<file path="config.mk">
export PLATFORM = sky130hd
export DESIGN_NAME = humidity_sensor_measure_sequencer
export DESIGN_NICKNAME = d
export VERILOG_FILES = /design/src/rtl/hsms_pkg.sv /design/src/rtl/hsms_step.sv /design/src/rtl/humidity_sensor_measure_sequencer.sv
export SDC_FILE = /design/constraint.sdc
export NUM_CORES = 1
export LEC_CHECK = 0
export ABC_AREA = 1
export BUFFER_PORTS_ARGS = -buffer_cell sky130_fd_sc_hd__buf_4
export CORE_UTILIZATION = 55
export DETAILED_ROUTE_END_ITERATION = 6
export PLACE_DENSITY = 0.79
export SKIP_CTS_REPAIR_TIMING = 1
export SLEW_MARGIN = 10
export SYNTH_ARGS = -nofsm -noshare
export SYNTH_HDL_FRONTEND = slang
export SYNTH_SLANG_ARGS = --single-unit
</file>
<file path="constraint.sdc">
create_clock -name clk -period 5.05 [get_ports clk]
set_input_delay 0 -clock clk [delete_from_list [all_inputs] [get_ports clk]]
set_output_delay 0 -clock clk [all_outputs]
set_load 0.02 [all_outputs]
</file>
<file path="src/rtl/hsms_pkg.sv">
`timescale 1ns / 1ps
// Package for the humidity sensor measure sequencer: codes, phase type,
// result struct, wait-time table and reading conversions. No dependencies.
package hsms_pkg;

    localparam int FUNC_W     = 2;
    localparam int CMD_W      = 8;
    localparam int DELAY_W    = 5;
    localparam int READING_W  = 15;
    localparam int WORD_W     = 16;
    localparam int RES_MODE_W = 2;
    localparam int CFG_IDX_W  = 1;
    localparam int CFG_DATA_W = 2;
    localparam int S_DATA_W   = 40;
    localparam int M_DATA_W   = 48;

    localparam logic [FUNC_W-1:0] FUNC_TRIG_H = 2'd0;
    localparam logic [FUNC_W-1:0] FUNC_TRIG_T = 2'd1;
    localparam logic [FUNC_W-1:0] FUNC_POLL   = 2'd2;

    localparam logic [CMD_W-1:0] CMD_NONE      = 8'h00;
    localparam logic [CMD_W-1:0] CMD_MEAS_H    = 8'hF5;
    localparam logic [CMD_W-1:0] CMD_MEAS_T    = 8'hF3;
    localparam logic [CMD_W-1:0] CMD_READ_PREV = 8'hE0;

    localparam logic [DELAY_W-1:0] DELAY_DEFAULT = 5'd10;

    localparam logic [CFG_IDX_W-1:0] CFG_COMBINED   = 1'd0;
    localparam logic [CFG_IDX_W-1:0] CFG_RESOLUTION = 1'd1;

    localparam logic [13:0] HUMID_SCALE  = 14'd12500;
    localparam logic [14:0] HUMID_OFFSET = 15'd600;
    localparam logic [14:0] TEMP_SCALE   = 15'd17572;
    localparam logic [14:0] TEMP_OFFSET  = 15'd4685;

    typedef enum logic [2:0]
    {
        PH_IDLE   = 3'd0,
        PH_TRIG_H = 3'd1,
        PH_TRIG_T = 3'd2,
        PH_READ_H = 3'd3,
        PH_READ_T = 3'd4
    } phase_t;

    typedef struct packed
    {
        logic                        busy_res;
        logic signed [READING_W-1:0] temperature;
        logic                        temp_valid;
        logic signed [READING_W-1:0] humidity;
        logic                        humid_valid;
        logic [DELAY_W-1:0]          next_delay;
        logic                        bus_read;
        logic [CMD_W-1:0]            command;
        logic                        trigger_rejected;
    } result_t;

    typedef struct packed
    {
        logic                  combined_mode;
        logic [RES_MODE_W-1:0] resolution_mode;
    } cfg_t;

    function automatic logic [DELAY_W-1:0] wait_ms(input logic [RES_MODE_W-1:0] mode);
        logic [DELAY_W-1:0] ms;
        case (mode)
            2'd0:    ms = 5'd23;
            2'd1:    ms = 5'd8;
            2'd2:    ms = 5'd12;
            default: ms = 5'd10;
        endcase
        return ms;
    endfunction

    function automatic logic [READING_W-1:0] humid_conv(input logic [WORD_W-1:0] v);
        logic [29:0] prod;
        prod = 30'(v) * 30'(HUMID_SCALE);
        return {1'b0, prod[29:16]} - HUMID_OFFSET;
    endfunction

    function automatic logic [READING_W-1:0] temp_conv(input logic [WORD_W-1:0] v);
        logic [30:0] prod;
        prod = 31'(v) * 31'(TEMP_SCALE);
        return prod[30:16] - TEMP_OFFSET;
    endfunction

endpackage

</file>
<file path="src/rtl/hsms_step.sv">
`timescale 1ns / 1ps
// Per-beat step logic: phase transition, command selection and reading
// conversion. Depends on hsms_pkg.
module hsms_step
(
    input  hsms_pkg::phase_t                      phase,
    input  hsms_pkg::cfg_t                        cfg,
    input  logic [hsms_pkg::FUNC_W-1:0]           func,
    input  logic                                  bus_ok,
    input  logic [hsms_pkg::WORD_W-1:0]           raw_word,
    input  logic                                  temp_ok,
    input  logic [hsms_pkg::WORD_W-1:0]           temp_word,
    output hsms_pkg::phase_t                      phase_next,
    output hsms_pkg::result_t                     result
);
    import hsms_pkg::*;

    logic [WORD_W-1:0]    t_src;
    logic [READING_W-1:0] h_val;
    logic [READING_W-1:0] t_val;

    assign t_src = (phase == PH_READ_T) ? raw_word : temp_word;
    assign h_val = humid_conv(raw_word);
    assign t_val = temp_conv(t_src);

    always_comb
    begin
        phase_next = phase;
        result     = '0;
        result.next_delay = DELAY_DEFAULT;
        if (func == FUNC_TRIG_H || func == FUNC_TRIG_T)
        begin
            if (phase == PH_IDLE)
                phase_next = (func == FUNC_TRIG_H) ? PH_TRIG_H : PH_TRIG_T;
            else
                result.trigger_rejected = 1'b1;
        end
        else if (func == FUNC_POLL)
        begin
            case (phase)
                PH_TRIG_H, PH_TRIG_T:
                begin
                    result.command = (phase == PH_TRIG_H) ? CMD_MEAS_H : CMD_MEAS_T;
                    if (bus_ok)
                    begin
                        phase_next = (phase == PH_TRIG_H) ? PH_READ_H : PH_READ_T;
                        result.next_delay = wait_ms(cfg.resolution_mode);
                    end
                    else
                        phase_next = PH_IDLE;
                end
                PH_READ_H:
                begin
                    result.bus_read = 1'b1;
                    if (bus_ok)
                    begin
                        result.humid_valid = 1'b1;
                        result.humidity    = h_val;
                        if (cfg.combined_mode)
                        begin
                            result.command = CMD_READ_PREV;
                            if (temp_ok)
                            begin
                                result.temp_valid  = 1'b1;
                                result.temperature = t_val;
                            end
                        end
                        phase_next = PH_IDLE;
                    end
                end
                PH_READ_T:
                begin
                    result.bus_read = 1'b1;
                    if (bus_ok)
                    begin
                        result.temp_valid  = 1'b1;
                        result.temperature = t_val;
                        phase_next = PH_IDLE;
                    end
                end
                default:
                begin
                    phase_next = PH_IDLE;
                end
            endcase
        end
        result.busy_res = (phase_next != PH_IDLE);
    end

endmodule

</file>
<file path="src/rtl/humidity_sensor_measure_sequencer.sv">
`timescale 1ns / 1ps
// Top level of the humidity sensor measure sequencer: input register, step
// logic, result register and configuration registers. Depends on hsms_pkg, hsms_step.

// One result beat per input beat. A beat is registered on input, passes the
// step logic (phase update and one constant multiply per reading) and lands
// in the result register. A new beat is taken every cycle while the output
// side keeps up. A result that is not taken holds, as does a full input register.
// Configuration writes are always accepted and apply to beats that reach the
// step logic afterwards.
module humidity_sensor_measure_sequencer
(
    input  logic                              clk,
    input  logic                              rst_n,
    input  logic                              s_tvalid,
    output logic                              s_tready,
    // bus_ok, raw_word[15:0], temp_ok, temp_word[15:0], zero pad
    input  logic [hsms_pkg::S_DATA_W-1:0]     s_tdata,
    // func[1:0]
    input  logic [hsms_pkg::FUNC_W-1:0]       s_tuser,
    output logic                              m_tvalid,
    input  logic                              m_tready,
    // trigger_rejected, command[7:0], bus_read, next_delay[4:0], humid_valid,
    // humidity[14:0], temp_valid, temperature[14:0], busy_res
    output logic [hsms_pkg::M_DATA_W-1:0]     m_tdata,
    input  logic                              cfg_valid,
    output logic                              cfg_ready,
    input  logic [hsms_pkg::CFG_IDX_W-1:0]    cfg_index,
    input  logic [hsms_pkg::CFG_DATA_W-1:0]   cfg_data
);
    import hsms_pkg::*;

    logic                in_valid_reg;
    logic [FUNC_W-1:0]   func_reg;
    logic                bus_ok_reg;
    logic [WORD_W-1:0]   raw_word_reg;
    logic                temp_ok_reg;
    logic [WORD_W-1:0]   temp_word_reg;

    logic                out_valid_reg;
    result_t             out_reg;
    phase_t              phase_reg;
    cfg_t                cfg_reg;

    phase_t              phase_next;
    result_t             result_next;
    logic                out_free;
    logic                advance;

    assign out_free  = !out_valid_reg || m_tready;
    assign advance   = in_valid_reg && out_free;
    assign s_tready  = !in_valid_reg || out_free;
    assign cfg_ready = 1'b1;
    assign m_tvalid  = out_valid_reg;
    assign m_tdata   = out_reg;

    hsms_step u_step
    (
        .phase      (phase_reg),
        .cfg        (cfg_reg),
        .func       (func_reg),
        .bus_ok     (bus_ok_reg),
        .raw_word   (raw_word_reg),
        .temp_ok    (temp_ok_reg),
        .temp_word  (temp_word_reg),
        .phase_next (phase_next),
        .result     (result_next)
    );

    always_ff @(posedge clk or negedge rst_n)
    begin
        if (!rst_n)
        begin
            in_valid_reg  <= 1'b0;
            out_valid_reg <= 1'b0;
            phase_reg     <= PH_IDLE;
            cfg_reg.combined_mode   <= 1'b1;
            cfg_reg.resolution_mode <= '0;
        end
        else
        begin
            if (s_tready)
                in_valid_reg <= s_tvalid;
            if (out_free)
                out_valid_reg <= in_valid_reg;
            if (advance)
                phase_reg <= phase_next;
            if (cfg_valid)
            begin
                case (cfg_index)
                    CFG_COMBINED:   cfg_reg.combined_mode   <= cfg_data[0];
                    CFG_RESOLUTION: cfg_reg.resolution_mode <= cfg_data[RES_MODE_W-1:0];
                    default:        ;
                endcase
            end
        end
    end

    always_ff @(posedge clk)
    begin
        if (s_tready && s_tvalid)
        begin
            func_reg      <= s_tuser;
            bus_ok_reg    <= s_tdata[0];
            raw_word_reg  <= s_tdata[16:1];
            temp_ok_reg   <= s_tdata[17];
            temp_word_reg <= s_tdata[33:18];
        end
        if (advance)
            out_reg <= result_next;
    end

endmodule

</file>
==> impl_metrics.tcl, run 1 <==
set metrics [dict create \
    status "finished, violations left" \
    violations "negative hold slack, negative setup slack" \
    slew_violations 0 \
    drt_iter0_markers 547 \
    yosys_warnings 0 \
    grt_pass1_vias 9024 \
    grt_max_degree 43 \
    synth_nets 1630 \
    mappedNetlistArea_um2 10700 \
    clock.fmax_ghz 0.195 \
    cp_slowest_cell "fa_1" \
    final_nets 1847 \
    path_common_cell "nand2_4" \
    cp_max_fo 6 \
    numCtsBuffers 9 \
    drv_cap 0 \
    synth_cell_types 41 \
    ys.flop_type "edfxtp_1" \
    crit_start "phase_reg[0]$_DFFE_PN0P_" \
    rsz0062_at_grt "true" \
    numPortBuffers 92 \
    routed_wl_um 31100 \
    hold_ws_ns -0.0140 \
    areaGrowthSynthToFinish_pct 29.4 \
    cts_tree "built" \
    fin_cells 1803 \
    setup_viol_count_final 6 \
    ys_seq_area_share_pct 24.1 \
    cts_sinks 87 \
    h-tree-depth 3 \
    drt-wirelength-per-cell_um 17.2 \
    die_x_um 141 \
    async_reset_ff_share_pct 9.20 \
    final.period_utilization_pct 102 \
    synth.most_common_cell "nand2_1" \
    worst_pin_slew_ns 0.844 \
    required_ns 5.17 \
    skew_ns 0.0115 \
    postSynthCellCount 1321 \
    start_util_pct 56.6 \
    n_antenna_cell 0 \
    ant_nets 0 \
    finalWorstSetupSlack_ns -0.0879 \
    ioPinCount 101 \
    synth_top_area_share_pct 22.2 \
    routed_via_density 5.37 \
    die_area_um2 20000 \
    cpPeakStageDelay_ns 0.62 \
    synth-edff-count 79 \
    largest_reg_flops 43 \
    ys_top_cells_by_area "edfxtp_1, ha_1, fa_1" \
    grt_pass1_wl_um 40200 \
    via_count 9691 \
    route.detailed.drc 0 \
    clk_pin_slew_ns 0.07 \
    synth.avg_cell_area_um2 8.09 \
    grt_overflow 0 \
    drive_gt1_share_pct 26.1 \
    coreArea_um2 18900 \
    end_kind "flip-flop" \
    clk-insertion-delay-late_ns 0.37 \
    place_hpwl_um 20300 \
    hold_viol_final 4 \
    reg2regPathDepth 29 \
    max_slew_margin_pct 43.5 \
    nFillCells 1291 \
    dp_slack_ns -0.103 \
    synthTopCellsByCount "nand2_1, inv_1, ha_1, nor2_1, edfxtp_1" \
    dp.cells 1705 \
    period_minus_slack_ns 5.14 \
    crit_arrival_ns 5.26 \
    crit_type "reg -> reg" \
    critPathLaunchType "flip-flop" \
    r2r_end "m_tdata[46]$_SDFFCE_PP0P_" \
    r2r_slack_ns -0.09 \
    fp-row-count 50 \
    r2r-start "phase_reg[0]$_DFFE_PN0P_" \
    cts.path.max_buffers 2 \
    synth_area_leader_cell "edfxtp_1" \
    track_usage_pct 25.6 \
    firstDrtPassIters 6 \
    hp-class "in -> async" \
    grt_antenna_before_repair 0 \
    cts-root-buf "clkbuf_16" \
    globalplace.congestion 0.931 \
    die_h_um 141 \
    synth_seq_cells 87 \
]
## cell type report
| cell class | instances | area, um2 | share of cell area [%] |
|---|---|---|---|
| clock inverters | 6 | 75.1 | 0.543 |
| multi-input cells | 907 | 7610 | 55.0 |
| inverters | 317 | 1200 | 8.68 |
| repair buffers | 216 | 1820 | 13.2 |
| flip-flops and latches | 87 | 2570 | 18.6 |
| clock buffers | 10 | 229 | 1.66 |
| well taps | 260 | 325 | 2.35 |
## placed cells by master, fill, tap and decap left out, types with 4 or more instances in the layout
cell type / n
inv_1: 291
nand2_1: 269
buf_4: 161
ha_1: 156
edfxtp_1: 79
fa_1: 73
nand2_2: 67
nor2_1: 67
a21oi_1: 45
dlygate4sd3_1: 45
nand3_1: 43
ha_4: 27
nand2_4: 24
inv_2: 21
o21ai_0: 21
nor2_2: 17
nand4_1: 13
nand3_2: 12
clkbuf_16: 11
a21oi_2: 10
nor2_4: 9
nor3_1: 8
dfrtp_1: 7
buf_6: 5
o21bai_1: 4
nand3_4: 4
## cells by family (layout without fill, tap and decap cells)
logic type / Yosys count / count (layout) / synth area share, %
other cells: 2 / 2 / 0.0703
flops: 87 / 87 / 24.1
xor+xnor: 5 / 5 / 0.410
compound gates: 94 / 94 / 4.85
simple gates: 547 / 547 / 23.4
fa+ha+maj: 259 / 259 / 35.5
buf+inv: 327 / 549 / 11.7
## critical path: cells and delay by family, from the launching register on
kind,cells,cell delay (ns)
simple gates,16,1.43
flops,1,0.41
fa+ha+maj,5,2.31
buf+inv,6,0.51
compound gates,2,0.22
## how the worst max path moves through the flow
stage | cells past startpoint | to
final | 29 | m_tdata[46]$_SDFFCE_PP0P_
after global routing | 29 | m_tdata[46]$_SDFFCE_PP0P_
after CTS | 27 | m_tdata[45]$_SDFFCE_PP0P_
after detailed placement | 28 | m_tdata[45]$_SDFFCE_PP0P_
after global placement | 29 | m_tdata[44]$_SDFFCE_PP0P_
after floorplan | 28 | m_tdata[46]$_SDFFCE_PP0P_
## per-layer routing
layer,GRT usage (%),wire (um),vias up
met2,48.3,15900,427
met3,3.44,1750,174
met1,27.7,11100,4530
met4,14.0,2300,0
li1,-,-,4560
met5,0,0,-
## per-stage QoR
| stage | util [%] | setup TNS (ns) | cell area [um2] |
|---|---|---|---|
| floorplan | - | 0 | 10700 |
| global placement | 63.4 | 0 | 12000 |
| detailed placement | 63.4 | -0.474 | 12000 |
| CTS | 65.0 | -0.612 | 12300 |
| global route | 73.2 | -2.56 | 13800 |
| finish | 73.2 | -0.426 | 13800 |
Power of run 1 is not shown: default switching activity piles up to over one toggle a cycle in this logic, so the estimate is an artifact.
==> inputs of run 2 (changes only) <==
--- a/config.mk
+++ b/config.mk
@@ -9,7 +9,7 @@
 export BUFFER_PORTS_ARGS = -buffer_cell sky130_fd_sc_hd__buf_4
 export CORE_UTILIZATION = 55
 export DETAILED_ROUTE_END_ITERATION = 6
-export PLACE_DENSITY = 0.79
+export PLACE_DENSITY = 0.76
 export SKIP_CTS_REPAIR_TIMING = 1
 export SLEW_MARGIN = 10
 export SYNTH_ARGS = -nofsm -noshare
==> constraint.sdc (replaced) <==
create_clock -name clk -period 5.2 [get_ports clk]
set_input_delay 0 -clock clk [delete_from_list [all_inputs] [get_ports clk]]
set_output_delay 0 -clock clk [all_outputs]
set_load 0.02 [all_outputs]
==> impl_metrics.tcl, run 2 (same netlist as run 1, synthesis figures left out) <==
set metrics [dict create \
    die_h_um 141 \
    routed_via_density 5.06 \
    numPortBuffers 92 \
    fp-row-count 50 \
    n_antenna_cell 0 \
    routed_wl_um 25000 \
    grt_antenna_before_repair 0 \
    largest_reg_flops 43 \
    firstDrtPassIters 5 \
    violations "negative hold slack" \
    final_nets 1804 \
    cts.path.max_buffers 2 \
    most-common-layout-cells "nand2_1, inv_1, ha_1" \
    grt_pass1_wl_um 39300 \
    max_slew_margin_pct 45.9 \
    track_usage_pct 24.9 \
    path_common_cell "nand2_1" \
    drt_iter0_markers 316 \
    cpPeakStageDelay_ns 0.54 \
    slew_violations 0 \
    end_kind "flip-flop" \
    cts_tree "built" \
    clk-insertion-delay-late_ns 0.36 \
    worst_pin_slew_ns 0.809 \
    die_x_um 141 \
    h-tree-depth 3 \
    setup_viol_count_final 0 \
    ant_nets 0 \
    skew_ns 0.0145 \
    areaGrowthSynthToFinish_pct 20.1 \
    grt_overflow 0 \
    rsz0062_at_grt "true" \
    route.detailed.drc 0 \
    seq_area_um2 2570 \
    place_hpwl_um 19800 \
    multi_input_area_um2 7030 \
    cp_slowest_cell "fa_1" \
    final_common_cell "nand2_1" \
    critPathLaunchType "flip-flop" \
    clock.fmax_ghz 0.200 \
    coreArea_um2 18900 \
    numCtsBuffers 9 \
    drive_gt1_share_pct 17.6 \
    nFillCells 1536 \
    crit_arrival_ns 5.12 \
    drt-wirelength-per-cell_um 14.2 \
    clk_pin_slew_ns 0.07 \
    hold_ws_ns -0.0147 \
    hp-class "in -> reg" \
    globalplace.congestion 0.911 \
    period_minus_slack_ns 5.00 \
    dpl-instance-area_um2 11800 \
    drv_cap 0 \
    die_area_um2 20000 \
    required_ns 5.32 \
    via_count 8897 \
    hold_viol_final 1 \
    status "finished, violations left" \
    grt_max_degree 37 \
    start_util_pct 56.6 \
    final.period_utilization_pct 96.2 \
    post-route-cell-area_um2 12800 \
    ioPinCount 101 \
    crit_type "reg -> reg" \
    cts-root-buf "clkbuf_16" \
    grt_pass1_vias 8810 \
    cp_max_fo 16 \
    cts_sinks 87 \
]
run 2: changes by cell type in the layout (fill, tap and decap cells not counted), moves of 12 or more:
cell / before / now
nand2_1: 269 / 309
nor2_1: 67 / 79
nand2_2: 67 / 39
ha_4: 27 / 8
buf_4: 161 / 128
ha_1: 156 / 174
run 2: through the flow:
step           setup WS, ns  cells  TNS (ns)  util, %
3_5_place_dp       -0.00181   1691  -0.00217     62.7
3_3_place_gp          0.147   1691         0     62.7
6_report              0.198   1760         0     67.9
2_1_floorplan         0.102   1321         0        -
4_1_cts            -0.00123   1707  -0.00123     64.3
5_1_grt             -0.0542   1760    -0.183     67.9
run 2: per-layer routing:
layer | GRT usage, % | vias to the layer above | routed length (um)
met5 | 0 | - | 0
met4 | 10.4 | 0 | 1050
met3 | 2.80 | 70 | 765
met2 | 47.1 | 193 | 13000
met1 | 28.3 | 4154 | 10200
li1 | - | 4480 | -
run 2: worst max-delay path, delay by kind of cell (launching register included):
family	cells	cell delay, ns
flip-flops	1	0.38
buffers and inverters	7	0.68
AND/OR/NAND/NOR	17	1.52
AO/OA/AOI/OAI	1	0.12
adder cells (fa/ha/maj)	6	2.06
run 2: layout make-up:
cell class | count | share of cell area, %
clock buffers | 12 | 2.00
well taps | 260 | 2.54
inverters | 317 | 9.29
flip-flops and latches | 87 | 20.1
clock inverters | 4 | 0.283
repair buffers | 173 | 11.0
multi-input cells | 907 | 54.8
run 2: final timing paths:
path | startpoint | endpoint | slack, ns | depth (start not counted)
min | cfg_index | cfg_reg[0]$_DFFE_PN0P_ | -0.01 | 4
min in group asynchronous | rst_n | cfg_reg[1]$_DFFE_PN0P_ | 0.01 | 2
max | phase_reg[1]$_DFFE_PN0P_ | m_tdata[46]$_SDFFCE_PP0P_ | 0.20 | 31
min reg2reg | cfg_reg[0]$_DFFE_PN0P_ | cfg_reg[0]$_DFFE_PN0P_ | 0.49 | 2
max in group asynchronous | rst_n | cfg_reg[2]$_DFFE_PN1P_ | 4.98 | 2
max reg2reg | phase_reg[1]$_DFFE_PN0P_ | m_tdata[46]$_SDFFCE_PP0P_ | 0.20 | 31
Power of run 2 is left out for the same reason.
==> inputs of run 3 (changes only) <==
--- a/config.mk
+++ b/config.mk
@@ -7,9 +7,11 @@
 export LEC_CHECK = 0
 export ABC_AREA = 1
 export BUFFER_PORTS_ARGS = -buffer_cell sky130_fd_sc_hd__buf_4
-export CORE_UTILIZATION = 55
+export CELL_PAD_IN_SITES_DETAIL_PLACEMENT = 1
+export CELL_PAD_IN_SITES_GLOBAL_PLACEMENT = 1
+export CORE_UTILIZATION = 46
 export DETAILED_ROUTE_END_ITERATION = 6
-export PLACE_DENSITY = 0.76
+export PLACE_DENSITY = 0.83
 export SKIP_CTS_REPAIR_TIMING = 1
 export SLEW_MARGIN = 10
 export SYNTH_ARGS = -nofsm -noshare
==> impl_metrics.tcl, run 3 (same netlist as run 1, synthesis figures left out) <==
set metrics [dict create \
    status "finished, violations left" \
    violations "negative hold slack, negative setup slack" \
    final.period_utilization_pct 103 \
    start_util_pct 47.1 \
    fin_cells 1821 \
    place_hpwl_um 25600 \
    hold_ws_ns -0.000565 \
    cp_max_fo 6 \
    routed_via_density 5.75 \
    via_count 10500 \
    required_ns 5.42 \
    hp-class "in -> async" \
    crit_arrival_ns 5.58 \
    final_common_cell "inv_1" \
    die_area_um2 23800 \
    die_x_um 154 \
    r2r_slack_ns -0.15 \
    cts_tree "built" \
    fin_util_pct 60.6 \
    route.detailed.drc 0 \
    period_minus_slack_ns 5.35 \
    clock.fmax_ghz 0.187 \
    grt_overflow 0 \
    drive_gt1_share_pct 25.3 \
    drt-wirelength-per-cell_um 23.9 \
    track_usage_pct 27.8 \
    clk-insertion-delay-late_ns 0.37 \
    worst_pin_slew_ns 0.997 \
    cts-root-buf "clkbuf_16" \
    skew_ns 0.0105 \
    grt_pass1_wl_um 51400 \
    rsz0062_at_grt "true" \
    post-route-cell-area_um2 13800 \
    path_common_cell "nand2_1" \
    globalplace.congestion 0.873 \
    crit_start "phase_reg[0]$_DFFE_PN0P_" \
    cp_slowest_cell "fa_1" \
    numCtsBuffers 9 \
    finalWorstSetupSlack_ns -0.155 \
    crit_type "reg -> reg" \
    dpl-instance-area_um2 11900 \
    largest_reg_flops 43 \
    grt_pass1_vias 10300 \
    critPathTopFamily "simple AND/OR/NAND/NOR gates" \
    max_slew_margin_pct 33.3 \
    r2r-start "phase_reg[0]$_DFFE_PN0P_" \
    critPathLaunchType "flip-flop" \
    grt_antenna_before_repair 0 \
    drt_iter0_markers 545 \
    hold_viol_final 1 \
    final_nets 1840 \
    crit_buf_inv 4 \
    r2r_end "m_tdata[45]$_SDFFCE_PP0P_" \
    die_h_um 154 \
    dp.cells 1725 \
    grt_max_degree 37 \
    end_kind "flip-flop" \
    cts_sinks 87 \
    ioPinCount 101 \
    ant_nets 0 \
    firstDrtPassIters 7 \
    coreArea_um2 22700 \
    most-common-layout-cells "inv_1, nand2_1, buf_4" \
    cpPeakStageDelay_ns 0.58 \
    n_antenna_cell 0 \
    drv_cap 0 \
    reg2regPathDepth 26 \
    clk_pin_slew_ns 0.08 \
    routed_wl_um 43500 \
    areaGrowthSynthToFinish_pct 28.7 \
    fp-row-count 55 \
    numPortBuffers 92 \
    crit_cells 26 \
    h-tree-depth 3 \
    cts.path.max_buffers 2 \
    endpoint "m_tdata[45]$_SDFFCE_PP0P_" \
    slew_violations 0 \
    setup_viol_count_final 7 \
]
## run 3: cell count changes in the layout (fill, tap and decap cells not counted), moves of 10 or more
cell	delta
buf_4	+30
ha_1	-21
ha_4	+21
inv_1	-11
inv_2	+10
nand2_1	-31
nand2_2	+26
## run 3: worst reg2reg max path: stages (launching register included)
cell and delay (ns):
dfrtp_1 0.44, nor2_2 0.19, nand2_4 0.14, inv_6 0.13, buf_8 0.14, nand2_1 0.09
nand2_2 0.10, buf_4 0.17, ha_1 0.26, fa_1 0.58, fa_1 0.45, ha_1 0.34
ha_2 0.43, nand2_1 0.13, inv_1 0.12, nand2_1 0.09, nor2_1 0.16, nand3_1 0.15
nand3_1 0.15, nand2_1 0.13, nand2_2 0.16, nand2_1 0.08, nor2_2 0.13, nand3_1 0.13
nand3_1 0.12, nand2_1 0.06, nor2_1 0.17
## run 3: layer usage
layer	track usage, %	routed length (um)	vias up
li1	-	-	4555
met4	12.9	3110	0
met5	0	0	-
met3	2.80	2030	255
met2	54.7	22500	447
met1	29.4	15900	5206
## run 3: final cells by class
| class | count | area [um2] |
|---|---|---|
| timing repair buffer | 209 | 1740 |
| fill | 2677 | 8950 |
| multi-input combinational | 907 | 7550 |
| clock inverter | 5 | 88.8 |
| tap | 285 | 357 |
| sequential | 87 | 2570 |
| clock buffer | 11 | 243 |
| inverter | 317 | 1200 |
## run 3: worst min-delay path by stage
stage / from / to / slack, ns / cells after the start
6_report: rst_n / cfg_reg[0]$_DFFE_PN0P_ / -0.0006 / 2
5_1_grt: rst_n / cfg_reg[0]$_DFFE_PN0P_ / 0.02 / 2
3_5_place_dp: rst_n / cfg_reg[1]$_DFFE_PN0P_ / -0.17 / 1
2_1_floorplan: rst_n / cfg_reg[0]$_DFFE_PN0P_ / -0.30 / 0
3_3_place_gp: rst_n / cfg_reg[1]$_DFFE_PN0P_ / -0.17 / 1
4_1_cts: rst_n / phase_reg[2]$_DFFE_PN0P_ / -0.55 / 1
## run 3: stage by stage
stage,setup WS [ns],setup TNS (ns)
after floorplan,0.102,0
after global placement,0.0816,0
after detailed placement,-0.106,-0.348
after CTS,-0.188,-0.944
after global routing,-0.365,-2.85
final,-0.155,-0.652
Power of run 3 is left out for the same reason.
